--- config.mk ---
export PLATFORM = sky130hd
export DESIGN_NAME = json_string_unescape_utf8_top
export DESIGN_NICKNAME = d
export VERILOG_FILES = /design/src/design/jsu_pkg.sv /design/src/design/jsu_decode.sv /design/src/design/json_string_unescape_utf8_top.sv
export SDC_FILE = /design/constraint.sdc
export NUM_CORES = 1
export LEC_CHECK = 0
export ABC_AREA = 1
export ABC_CLOCK_PERIOD_IN_PS = 2860
export BUFFER_PORTS_ARGS = -buffer_cell sky130_fd_sc_hd__buf_2
export CAP_MARGIN = 20
export CELL_PAD_IN_SITES_DETAIL_PLACEMENT = 0
export CELL_PAD_IN_SITES_GLOBAL_PLACEMENT = 2
export CORE_ASPECT_RATIO = 0.9
export CORE_MARGIN = 4
export CORE_UTILIZATION = 32
export CTS_BUF_LIST = sky130_fd_sc_hd__clkbuf_4 sky130_fd_sc_hd__clkbuf_8
export DETAILED_ROUTE_END_ITERATION = 8
export PLACE_DENSITY = 0.86
export SKIP_LAST_GASP = 1
export SYNTH_ARGS = -nofsm -noshare
export SYNTH_HDL_FRONTEND = slang
export SYNTH_SLANG_ARGS = --single-unit
--- constraint.sdc ---
create_clock -name clk_i -period 2.86 [get_ports clk_i]
set_input_delay 0.286 -clock clk_i [delete_from_list [all_inputs] [get_ports clk_i]]
set_output_delay 0.286 -clock clk_i [all_outputs]
set_load 0.02 [all_outputs]
--- src/design/jsu_pkg.sv ---
`default_nettype none

package jsu_pkg;

  // Result kinds
  typedef enum logic [1:0] {
    KIND_BYTE  = 2'd0,
    KIND_CLOSE = 2'd1,
    KIND_ERROR = 2'd2
  } kind_e;

  // Error codes carried with a result of kind error
  typedef enum logic [2:0] {
    ERR_NONE          = 3'd0,
    ERR_NO_OPEN_QUOTE = 3'd1,
    ERR_CONTROL_CHAR  = 3'd2,
    ERR_UNTERM_ESCAPE = 3'd3,
    ERR_SHORT_UNICODE = 3'd4,
    ERR_BAD_UNICODE   = 3'd5,
    ERR_BAD_ESCAPE    = 3'd6,
    ERR_UNTERMINATED  = 3'd7
  } err_e;

  // Decoder phase, one-hot
  typedef enum logic [4:0] {
    PH_IDLE = 5'b00001,
    PH_BODY = 5'b00010,
    PH_ESC  = 5'b00100,
    PH_HEX  = 5'b01000,
    PH_ERR  = 5'b10000
  } phase_e;

  // Most results one request can produce, and the result queue size
  localparam int unsigned MaxResults = 3;
  localparam int unsigned QueueDepth = 4;
  localparam int unsigned QueueIdxW  = $clog2(QueueDepth);
  localparam int unsigned QueueCntW  = $clog2(QueueDepth + 1);

  typedef struct packed {
    logic [7:0] out_byte;
    kind_e      kind;
    err_e       error_kind;
    logic       last;
  } result_t;

  // Results produced by one request, in order from index 0
  typedef struct packed {
    logic [1:0]                     count;
    result_t [MaxResults-1:0]       res;
  } dec_out_t;

endpackage

`default_nettype wire

--- src/design/jsu_decode.sv ---
`default_nettype none

module jsu_decode
  import jsu_pkg::*;
(
  input  wire logic       clk_i,
  input  wire logic       rst_ni,
  input  wire logic       accept_i,
  input  wire logic [7:0] data_byte_i,
  input  wire logic       end_of_input_i,
  output dec_out_t        dec_o
);

  localparam logic [7:0] ChQuote  = 8'h22;
  localparam logic [7:0] ChBslash = 8'h5C;
  localparam logic [7:0] ChSlash  = 8'h2F;

  phase_e      phase_q, phase_d;
  logic [1:0]  hex_count_q, hex_count_d;
  logic [15:0] code_point_q, code_point_d;
  logic        hex_bad_q, hex_bad_d;

  logic        hex_ok;
  logic [3:0]  hex_val;
  logic [15:0] cp_new;
  logic        bad_new;

  // Hex digit value, both cases
  always_comb begin
    hex_ok  = 1'b1;
    hex_val = 4'd0;
    if (data_byte_i >= 8'h30 && data_byte_i <= 8'h39) begin
      hex_val = 4'(data_byte_i - 8'h30);
    end else if (data_byte_i >= 8'h61 && data_byte_i <= 8'h66) begin
      hex_val = 4'(data_byte_i - 8'h57);
    end else if (data_byte_i >= 8'h41 && data_byte_i <= 8'h46) begin
      hex_val = 4'(data_byte_i - 8'h37);
    end else begin
      hex_ok = 1'b0;
    end
  end

  assign cp_new  = hex_ok ? {code_point_q[11:0], hex_val} : code_point_q;
  assign bad_new = hex_bad_q | ~hex_ok;

  // Next state and results for the current request
  always_comb begin
    phase_d      = phase_q;
    hex_count_d  = hex_count_q;
    code_point_d = code_point_q;
    hex_bad_d    = hex_bad_q;
    dec_o        = '0;
    for (int i = 0; i < MaxResults; i++) begin
      dec_o.res[i].kind       = KIND_BYTE;
      dec_o.res[i].error_kind = ERR_NONE;
    end

    case (phase_q)
      PH_BODY: begin
        dec_o.count       = 2'd1;
        dec_o.res[0].last = 1'b1;
        if (end_of_input_i) begin
          dec_o.res[0].kind       = KIND_ERROR;
          dec_o.res[0].error_kind = ERR_UNTERMINATED;
          phase_d                 = PH_IDLE;
        end else if (data_byte_i == ChQuote) begin
          dec_o.res[0].kind = KIND_CLOSE;
          phase_d           = PH_IDLE;
        end else if (data_byte_i < 8'h20) begin
          dec_o.res[0].kind       = KIND_ERROR;
          dec_o.res[0].error_kind = ERR_CONTROL_CHAR;
          phase_d                 = PH_ERR;
        end else if (data_byte_i == ChBslash) begin
          dec_o.count = 2'd0;
          phase_d     = PH_ESC;
        end else begin
          dec_o.res[0].out_byte = data_byte_i;
        end
      end

      PH_ESC: begin
        dec_o.count       = 2'd1;
        dec_o.res[0].last = 1'b1;
        phase_d           = PH_BODY;
        if (end_of_input_i) begin
          dec_o.res[0].kind       = KIND_ERROR;
          dec_o.res[0].error_kind = ERR_UNTERM_ESCAPE;
          phase_d                 = PH_IDLE;
        end else begin
          case (data_byte_i)
            ChQuote:  dec_o.res[0].out_byte = ChQuote;
            ChBslash: dec_o.res[0].out_byte = ChBslash;
            ChSlash:  dec_o.res[0].out_byte = ChSlash;
            8'h62:    dec_o.res[0].out_byte = 8'h08;
            8'h66:    dec_o.res[0].out_byte = 8'h0C;
            8'h6E:    dec_o.res[0].out_byte = 8'h0A;
            8'h72:    dec_o.res[0].out_byte = 8'h0D;
            8'h74:    dec_o.res[0].out_byte = 8'h09;
            8'h75: begin
              dec_o.count  = 2'd0;
              phase_d      = PH_HEX;
              hex_count_d  = 2'd0;
              code_point_d = '0;
              hex_bad_d    = 1'b0;
            end
            default: begin
              dec_o.res[0].kind       = KIND_ERROR;
              dec_o.res[0].error_kind = ERR_BAD_ESCAPE;
              phase_d                 = PH_ERR;
            end
          endcase
        end
      end

      PH_HEX: begin
        if (end_of_input_i) begin
          dec_o.count             = 2'd1;
          dec_o.res[0].last       = 1'b1;
          dec_o.res[0].kind       = KIND_ERROR;
          dec_o.res[0].error_kind = ERR_SHORT_UNICODE;
          phase_d                 = PH_IDLE;
        end else begin
          code_point_d = cp_new;
          hex_bad_d    = bad_new;
          if (hex_count_q != 2'd3) begin
            hex_count_d = hex_count_q + 2'd1;
          end else begin
            hex_count_d = 2'd0;
            // Reject bad digits and surrogates, else encode as UTF-8
            if (bad_new || (cp_new >= 16'hD800 && cp_new <= 16'hDFFF)) begin
              dec_o.count             = 2'd1;
              dec_o.res[0].last       = 1'b1;
              dec_o.res[0].kind       = KIND_ERROR;
              dec_o.res[0].error_kind = ERR_BAD_UNICODE;
              phase_d                 = PH_ERR;
            end else begin
              phase_d = PH_BODY;
              if (cp_new <= 16'h007F) begin
                dec_o.count           = 2'd1;
                dec_o.res[0].out_byte = cp_new[7:0];
                dec_o.res[0].last     = 1'b1;
              end else if (cp_new <= 16'h07FF) begin
                dec_o.count           = 2'd2;
                dec_o.res[0].out_byte = {3'b110, cp_new[10:6]};
                dec_o.res[1].out_byte = {2'b10, cp_new[5:0]};
                dec_o.res[1].last     = 1'b1;
              end else begin
                dec_o.count           = 2'd3;
                dec_o.res[0].out_byte = {4'b1110, cp_new[15:12]};
                dec_o.res[1].out_byte = {2'b10, cp_new[11:6]};
                dec_o.res[2].out_byte = {2'b10, cp_new[5:0]};
                dec_o.res[2].last     = 1'b1;
              end
            end
          end
        end
      end

      PH_ERR: begin
        if (end_of_input_i) begin
          phase_d = PH_IDLE;
        end
      end

      default: begin
        // Idle: wait for the opening quote
        phase_d = PH_IDLE;
        if (!end_of_input_i) begin
          if (data_byte_i == ChQuote) begin
            phase_d = PH_BODY;
          end else begin
            dec_o.count             = 2'd1;
            dec_o.res[0].last       = 1'b1;
            dec_o.res[0].kind       = KIND_ERROR;
            dec_o.res[0].error_kind = ERR_NO_OPEN_QUOTE;
            phase_d                 = PH_ERR;
          end
        end
      end
    endcase
  end

  // Advance state on each accepted request
  always_ff @(posedge clk_i or negedge rst_ni) begin
    if (!rst_ni) begin
      phase_q      <= PH_IDLE;
      hex_count_q  <= '0;
      code_point_q <= '0;
      hex_bad_q    <= 1'b0;
    end else if (accept_i) begin
      phase_q      <= phase_d;
      hex_count_q  <= hex_count_d;
      code_point_q <= code_point_d;
      hex_bad_q    <= hex_bad_d;
    end
  end

endmodule

`default_nettype wire

--- src/design/json_string_unescape_utf8_top.sv ---
`default_nettype none

// Channel | Handshake              | Payload
// in      | in_valid_i, in_ready_o  | data_byte_i, end_of_input_i
// out     | out_valid_o, out_ready_i| out_byte_o, kind_o, error_kind_o, last_o
//
// One input request is taken per cycle while in_ready_o is high; its results
// enter a four-entry result queue at the edge that accepts it and leave one
// per cycle, while out_ready_i is high, from the next cycle on.
// A \u escape yields up to three results, so after it input pauses while
// the queue drains; the queue size sets how long the pause lasts.
// in_ready_o is high while at most one result is queued.
// Reset (rst_ni low) clears the decoder state and empties the queue.

module json_string_unescape_utf8_top
  import jsu_pkg::*;
(
  input  wire logic       clk_i,
  input  wire logic       rst_ni,
  input  wire logic       in_valid_i,
  output logic            in_ready_o,
  input  wire logic [7:0] data_byte_i,
  input  wire logic       end_of_input_i,
  output logic            out_valid_o,
  input  wire logic       out_ready_i,
  output logic [7:0]      out_byte_o,
  output logic [1:0]      kind_o,
  output logic [2:0]      error_kind_o,
  output logic            last_o
);

  dec_out_t dec;
  logic     in_accept;
  logic     out_pop;

  result_t [QueueDepth-1:0] queue_q;
  logic [QueueIdxW-1:0]     wr_ptr_q, wr_ptr_d;
  logic [QueueIdxW-1:0]     rd_ptr_q, rd_ptr_d;
  logic [QueueCntW-1:0]     count_q, count_d;
  logic [QueueCntW-1:0]     push_n;

  assign in_ready_o = (count_q <= QueueCntW'(QueueDepth - MaxResults));
  assign in_accept  = in_valid_i & in_ready_o;
  assign out_valid_o = (count_q != '0);
  assign out_pop     = out_valid_o & out_ready_i;

  jsu_decode u_decode (
    .clk_i          (clk_i),
    .rst_ni         (rst_ni),
    .accept_i       (in_accept),
    .data_byte_i    (data_byte_i),
    .end_of_input_i (end_of_input_i),
    .dec_o          (dec)
  );

  // Queue pointers and fill level
  always_comb begin
    push_n   = in_accept ? QueueCntW'(dec.count) : '0;
    wr_ptr_d = wr_ptr_q + QueueIdxW'(push_n);
    rd_ptr_d = rd_ptr_q + QueueIdxW'(out_pop);
    count_d  = count_q + push_n - QueueCntW'(out_pop);
  end

  always_ff @(posedge clk_i or negedge rst_ni) begin
    if (!rst_ni) begin
      wr_ptr_q <= '0;
      rd_ptr_q <= '0;
      count_q  <= '0;
    end else begin
      wr_ptr_q <= wr_ptr_d;
      rd_ptr_q <= rd_ptr_d;
      count_q  <= count_d;
    end
  end

  // Store the results of an accepted request
  always_ff @(posedge clk_i) begin
    for (int i = 0; i < MaxResults; i++) begin
      if (in_accept && (2'(i) < dec.count)) begin
        queue_q[wr_ptr_q + QueueIdxW'(i)] <= dec.res[i];
      end
    end
  end

  // Drive the head of the queue
  assign out_byte_o   = queue_q[rd_ptr_q].out_byte;
  assign kind_o       = queue_q[rd_ptr_q].kind;
  assign error_kind_o = queue_q[rd_ptr_q].error_kind;
  assign last_o       = queue_q[rd_ptr_q].last;

endmodule

`default_nettype wire
==> metrics.txt, run 1 <==
# diodes 0; TritonCTS Buffers 9; clk slew on worst S/H paths approximately 100 ps; CP Capture Type flop; Syn Nets between 900 and 1000; critical path type reg2reg; initial antenna violation count 0; startpoint class of the critical path flop; row count 46; hpwl dp around 16 mm; commonest non-fill, non-tap cell in the layout nand2_1; Core Util, Final a little over two fifths; pre-CTS setup slack -239 ps; Die Y 136 um; DRT antenna net count 0; Hold Crit Class in2reg; clock latency on the worst-skew pair between 300 and 400 ps; FMAX 0.369 GHz; Remaining Overflow, GRT 0; Tot GR Track Use about a fifth; maximum VDD drop approximately 0.25 mV; 1st-iter DRT viols 477; RSZ-0062 raised after global routing yes; Boundary Pins 29; worst slew pin tran roughly 730 ps; CTS max path bufs 2; nets between 1000 and 1500; P_leak ~3.6 nW; clk root buf clkbuf_8; area grow syn2layout 28.1%; Post-synth top flop dfxtp_1; CP max-delay cell dfrtp_1; IO buf count 28; Critical Path, Cell by Cell inv_1 > nand2_1 > buf_4 > nor4_4 > inv_2 > nor2_2 > inv_2 > nor2_4 > inv_2 > nor2_4 > nand2_2 > nor2_4 > inv_4 > ha_1 > inv_1 > fa_2 > xnor2_1; sequential power share 32.5%; synth unique cells between 40 and 50; delay of the slowest critical-path stage between 300 and 400 ps; Final Critical Period around 2700 ps; DR pass1 iterations 7; vias in the first global route roughly 6100; Slew Limit Headroom 51.2%; Hold Fails Final Rpt 0; wirelength, routed about 20 mm; die width between 150 and 200 um; Critical path buffers and inverters 7; GPL Wtd Cong 0.874; commonest non-fill, non-tap cells in the layout 223 x nand2_1, 119 x buf_4, 106 x nor2_1, 86 x inv_1, 70 x nand3_1; die area 0.0204 mm2; final setup violation count 0; Max Transition Viols Final 0; WP data required ~3100 ps; ys async rst share 35.6%; combinational share of power ~52%; DRC errors left 0; first-pass GRT wire length approximately 33 mm; H-tree lvl count 3; Num Clock Sinks 87; Int Power 3.15 mW; Mean Syn Cell Area 6.52 um2; power density cells between 700 and 800 mW/mm2; WL/cell ~16 um; CTS tree done; Starting Density 32.8%; Core Area between 0.015 and 0.02 mm2; largest net degree at the start of global routing 32; status completed; register area share after synthesis between 30% and 40%; final setup margin ~150 ps; Post-synth EDFFs 0; Net Sw Frac a little under half; Ys Warns 0; Yosys reg bits 87; critical path arrival a little under 3000 ps; number of max-cap violations 0; period utilisation layout 94.7%; number of vias per cell between 4 and 5; Mapped Area about 0.0058 mm2; Net Switching 2.77 mW; via count 6364; Mapped Cells 893; layout cells sized above 1 24.0%; worst-path fanout max 3; final clock skew around 12 ps; CP top delay family simple AND/OR/NAND/NOR gates; Clock power frac around 15%
layer usage:
metal  GRT usage [%]  routed length, um
met1            29.8               9860
met2            32.8               9100
met3            3.20               1090
met4            4.98                320
met5               0                  0
through the flow:
step                TNS (ps)  hold slack (ps)  cells  total power, mW  cell area, um2
floorplan              -7.99            -9.59    893             3.85            5910
global placement       -2540              396   1257             5.01            7200
detailed placement     -5610              400   1257             5.04            7200
CTS                        0              400   1274             5.95            7410
global route            -197              431   1277             6.42            7460
finish                     0              411   1277             5.92            7460
Yosys cell counts, types with 2 or more instances:
| cell type | instances | area share (%) |
|---|---|---|
| nand2_1 | 226 | 15 |
| nor2_1 | 108 | 7.0 |
| inv_1 | 93 | 6.0 |
| nand3_1 | 70 | 6.0 |
| o21ai_0 | 65 | 5.6 |
| dfxtp_1 | 56 | 19 |
| a21oi_1 | 43 | 3.7 |
| dfrtp_1 | 30 | 13 |
| nor3_1 | 25 | 2.1 |
| o22ai_1 | 23 | 2.5 |
| nand4_1 | 18 | 1.9 |
| inv_2 | 16 | 1.0 |
| clkbuf_1 | 13 | 0.84 |
| o21ai_1 | 13 | 1.1 |
| ha_1 | 10 | 2.1 |
| nand2_2 | 10 | 1.1 |
| buf_4 | 8 | 1.0 |
| nor2_4 | 8 | 1.5 |
| nand2_4 | 6 | 1.2 |
| buf_2 | 4 | 0.34 |
| nand3_2 | 4 | 0.69 |
| nor2_2 | 4 | 0.43 |
| a22oi_1 | 3 | 0.39 |
| inv_4 | 3 | 0.32 |
| o211ai_1 | 3 | 0.39 |
| o31ai_1 | 3 | 0.39 |
| xor2_1 | 3 | 0.45 |
| nor2_8 | 2 | 0.69 |
| nor4_1 | 2 | 0.21 |
| xnor2_1 | 2 | 0.30 |
worst min-delay path, stage by stage:
cell,delay [ps]
buf_2,130
inv_2,60
nor2_1,50
nand3_1,130
o31ai_1,90
state kept, by name, summed over array words and instances (netlist names):
name / flops
u_decode.hex_bad_q: 1
wr_ptr_q: 2
rd_ptr_q: 2
count_q: 3
u_decode.code_point_q: 16
u_decode.hex_count_q: 2
u_decode.phase_q: 5
queue_q: 56
cells by family (layout without fill, tap and decap cells):
group	after synthesis	after routing	synth area share, %
and+or+nand+nor	488	488	38.7
buffers and inverters	139	283	9.82
AOI/OAI and AO/OA	163	163	15.7
DFF	87	87	32.6
xor gates and xnor gates	5	5	0.752
adders and majority gates	11	11	2.49
repair_timing:
action | in CTS | in global routing
endpoints found under the hold margin | 30 | 0
buffers inserted | 0 | 3
hold buffers | 1 | 0
setup endpoints to repair | 0 | 53
gates resized for setup | 0 | 11
power by group through the flow:
stage	logic [mW]	clock network [mW]	registers (mW)
finish	3.10	0.900	1.92
global placement	3.07	0	1.94
global route	3.45	0.985	1.98
CTS	3.10	0.928	1.92
floorplan	1.99	0	1.87
detailed placement	3.09	0	1.95
layout make-up:
class	instances	area [um2]
fill	1938	10300
multi-input combinational	667	3440
sequential	87	1900
timing repair buffer	154	1160
inverter	113	463
tap	240	300
clock buffer	9	124
clock inverter	7	75.1
worst paths after layout:
check | startpoint | end | slack [ps] | cells after the start
max | u_decode.phase_q[1]$_DFFE_PN0P_ | count_q[2]$_DFF_PN0_ | 150 | 17
min | data_byte_i[2] | u_decode.phase_q[3]$_DFFE_PN0P_ | 410 | 5
max in group asynchronous | rst_ni | count_q[0]$_DFF_PN0_ | 1900 | 2
max reg2reg | u_decode.phase_q[1]$_DFFE_PN0P_ | count_q[2]$_DFF_PN0_ | 150 | 17
min in group asynchronous | rst_ni | u_decode.code_point_q[6]$_DFFE_PN0P_ | 480 | 2
min reg2reg | queue_q[1]$_DFF_P_ | queue_q[1]$_DFF_P_ | 450 | 2
Power figures use the tool's default switching activity.
==> run 2: changes to the inputs <==
- RECOVER_POWER: default -> 100
==> run 2 against run 1 <==
Compared with the run above:
- the flow now finishes with violations (max-capacitance violations, max-slew violations)
- clock-buffer cell count unchanged
- hold slack improved by 2.0 ps
- flip-flop and latch count stayed put
- worst setup slack better by 2.6 ps
- clock power is essentially flat
- largest cell class unchanged
- largest power group unchanged
==> metrics.txt, run 2 (synthesis gave the netlist of run 1 again) <==
status finished, violations left; failing checks max-capacitance violations, max-slew violations; H-tree lvl count 3 (unchanged); DRT antenna net count 0 (unchanged); CP max-delay cell dfrtp_1; P_leak 3.63 nW (-0.33%); die area 0.0204 mm2 (unchanged); GR met2 Demand/Resource 32.8% (unchanged); Placed Cells 1257 (unchanged); final clock skew 12.2 ps (-0.0157 ps); Final Critical Period 2700 ps (-2.63 ps); WL/cell 16.0 um (+0.12%); Critical Path, Cell by Cell inv_1 > nand2_1 > buf_4 > nor4_4 > inv_2 > nor2_2 > inv_2 > nor2_4 > inv_2 > nor2_4 > nand2_2 > nor2_4 > inv_4 > ha_1 > inv_1 > fa_2 > xnor2_1; clock latency on the worst-skew pair 390 ps (about the same); die width 150 um (unchanged); Die Y 136 um (unchanged); commonest non-fill, non-tap cells in the layout 223 x nand2_1, 118 x buf_4, 106 x nor2_1, 86 x inv_1, 70 x nand3_1; period utilisation layout 94.6% (about the same); post-route cell area 0.00745 mm2 (-0.10%); Slew Limit Headroom -16.4% (-68 points); clk root buf clkbuf_8; Remaining Overflow, GRT 0 (unchanged); critical path arrival 2980 ps (about the same); final setup violation count 0 (unchanged); row count 46 (unchanged); CP Capture Type flop; TritonCTS Buffers 9 (unchanged); Largest register FFs 56 (unchanged); power density cells 794 mW/mm2 (about the same); grt peak-use layer met2; clk slew on worst S/H paths 100 ps (about the same); worst slew pin tran 1750 ps (+1010 ps); CTS tree done; Min Hold Slack 413 ps (+1.97 ps); final setup margin 155 ps (+2.63 ps); Max Transition Viols Final 32 (+32); maximum VDD drop 0.249 mV (about the same); Num Clock Sinks 87 (unchanged); Starting Density 32.8% (unchanged); pre-CTS setup slack -239 ps (unchanged); Tot GR Track Use 20.8% (unchanged); largest net degree at the start of global routing 32 (unchanged); Core Util, Final 42.0% (-0.042 points); number of vias per cell 5.01 (+0.46%); Crit. Startpoint u_decode.phase_q[1]$_DFFE_PN0P_; WP data required 3130 ps (about the same); nets 1056 (unchanged); hpwl dp 15.8 mm (unchanged); GPL Wtd Cong 0.874 (unchanged); Hold Crit Class in2reg; commonest non-fill, non-tap cell in the layout nand2_1; 1st-iter DRT viols 478 (+0.21%); delay of the slowest critical-path stage 390 ps (about the same); critical path type reg2reg; grt met3 use 3.20% (unchanged); via count 6393 (+0.46%); Largest Register queue_q; startpoint class of the critical path flop; Largest regs queue_q x56, u_decode.code_point_q x16, u_decode.phase_q x5; DR pass1 iterations 5 (-2); layout cells sized above 1 23.6% (-0.39 points); number of max-cap violations 1 (+1); RSZ-0062 raised after global routing yes; CTS max path bufs 2 (unchanged); wirelength, routed 20.4 mm (+0.12%); reg-to-reg slack, setup 160 ps (about the same); critical register-to-register path startpoint u_decode.phase_q[1]$_DFFE_PN0P_; first-pass GRT wire length 33.0 mm (unchanged); DP Area 0.00720 mm2 (unchanged); Final Instance Count excl. Fillers 1277 (unchanged); Hold Fails Final Rpt 0 (unchanged); worst-path fanout max 3 (unchanged); Worst Hold Launch data_byte_i[2]; DRC errors left 0 (unchanged); area grow syn2layout 28.0%; IO buf count 28 (unchanged); # diodes 0 (unchanged); Boundary Pins 29 (unchanged); initial antenna violation count 0 (unchanged); met1 Use GR 29.8% (unchanged); FMAX 0.370 GHz (about the same); Core Area 0.0177 mm2 (unchanged); vias in the first global route 6058 (unchanged)
==> run 2: cell count changes in the layout (fill, tap and decap cells not counted) <==
cell,before,now
clkbuf_1,0,4
buf_4,119,118
buf_2,28,25
==> run 2: stage by stage <==
stage	TNS [ps]	power, mW
6_report	0	5.92
5_1_grt	-197	6.41
4_1_cts	0	5.95
3_5_place_dp	-5610	5.04
3_3_place_gp	-2540	5.01
2_1_floorplan	-7.99	3.85
==> run 2: power by group <==
| part | switching, mW | total, mW | internal, mW |
|---|---|---|---|
| Clock | 0.553 | 0.899 | 0.346 |
| Sequential | 0.264 | 1.92 | 1.66 |
| Combinational | 1.95 | 3.10 | 1.14 |
==> run 2: routing by layer <==
layer,share of wire [%],up-vias
met2,45,195
met4,1.6,0
li1,-,3217
met1,48,2961
met3,5.4,20
met5,0,-
==> run 2: final cells by class <==
class,instances,area (um2)
Multi-Input combinational cell,667,3440
Timing Repair Buffer,154,1160
Fill cell,1943,10300
Sequential cell,87,1900
Inverter,113,463
Clock inverter,7,75.1
Tap cell,240,300
Clock buffer,9,124
==> run 2: path summary, 6_finish.rpt <==
check,endpoint,cells after the start
max,count_q[2]$_DFF_PN0_,17
min,u_decode.phase_q[3]$_DFFE_PN0P_,5
max reg2reg,count_q[2]$_DFF_PN0_,17
min reg2reg,queue_q[1]$_DFF_P_,2
max in group asynchronous,count_q[0]$_DFF_PN0_,2
min in group asynchronous,u_decode.code_point_q[6]$_DFFE_PN0P_,2
==> run 2: timing repair <==
action	4_1_cts	5_1_grt
resized for setup	0	11
setup buffers	0	3
hold buffers	1	0
hold endpoints to repair	30	0
setup endpoints to repair	0	53
==> run 2: critical path: cells and delay by family, from the launching register on <==
kind                       cells  cell delay [ps]
and+or+nand+nor                7              870
adders and majority gates      2              640
DFF                            1              390
xor gates and xnor gates       1              130
buffers and inverters          7              550
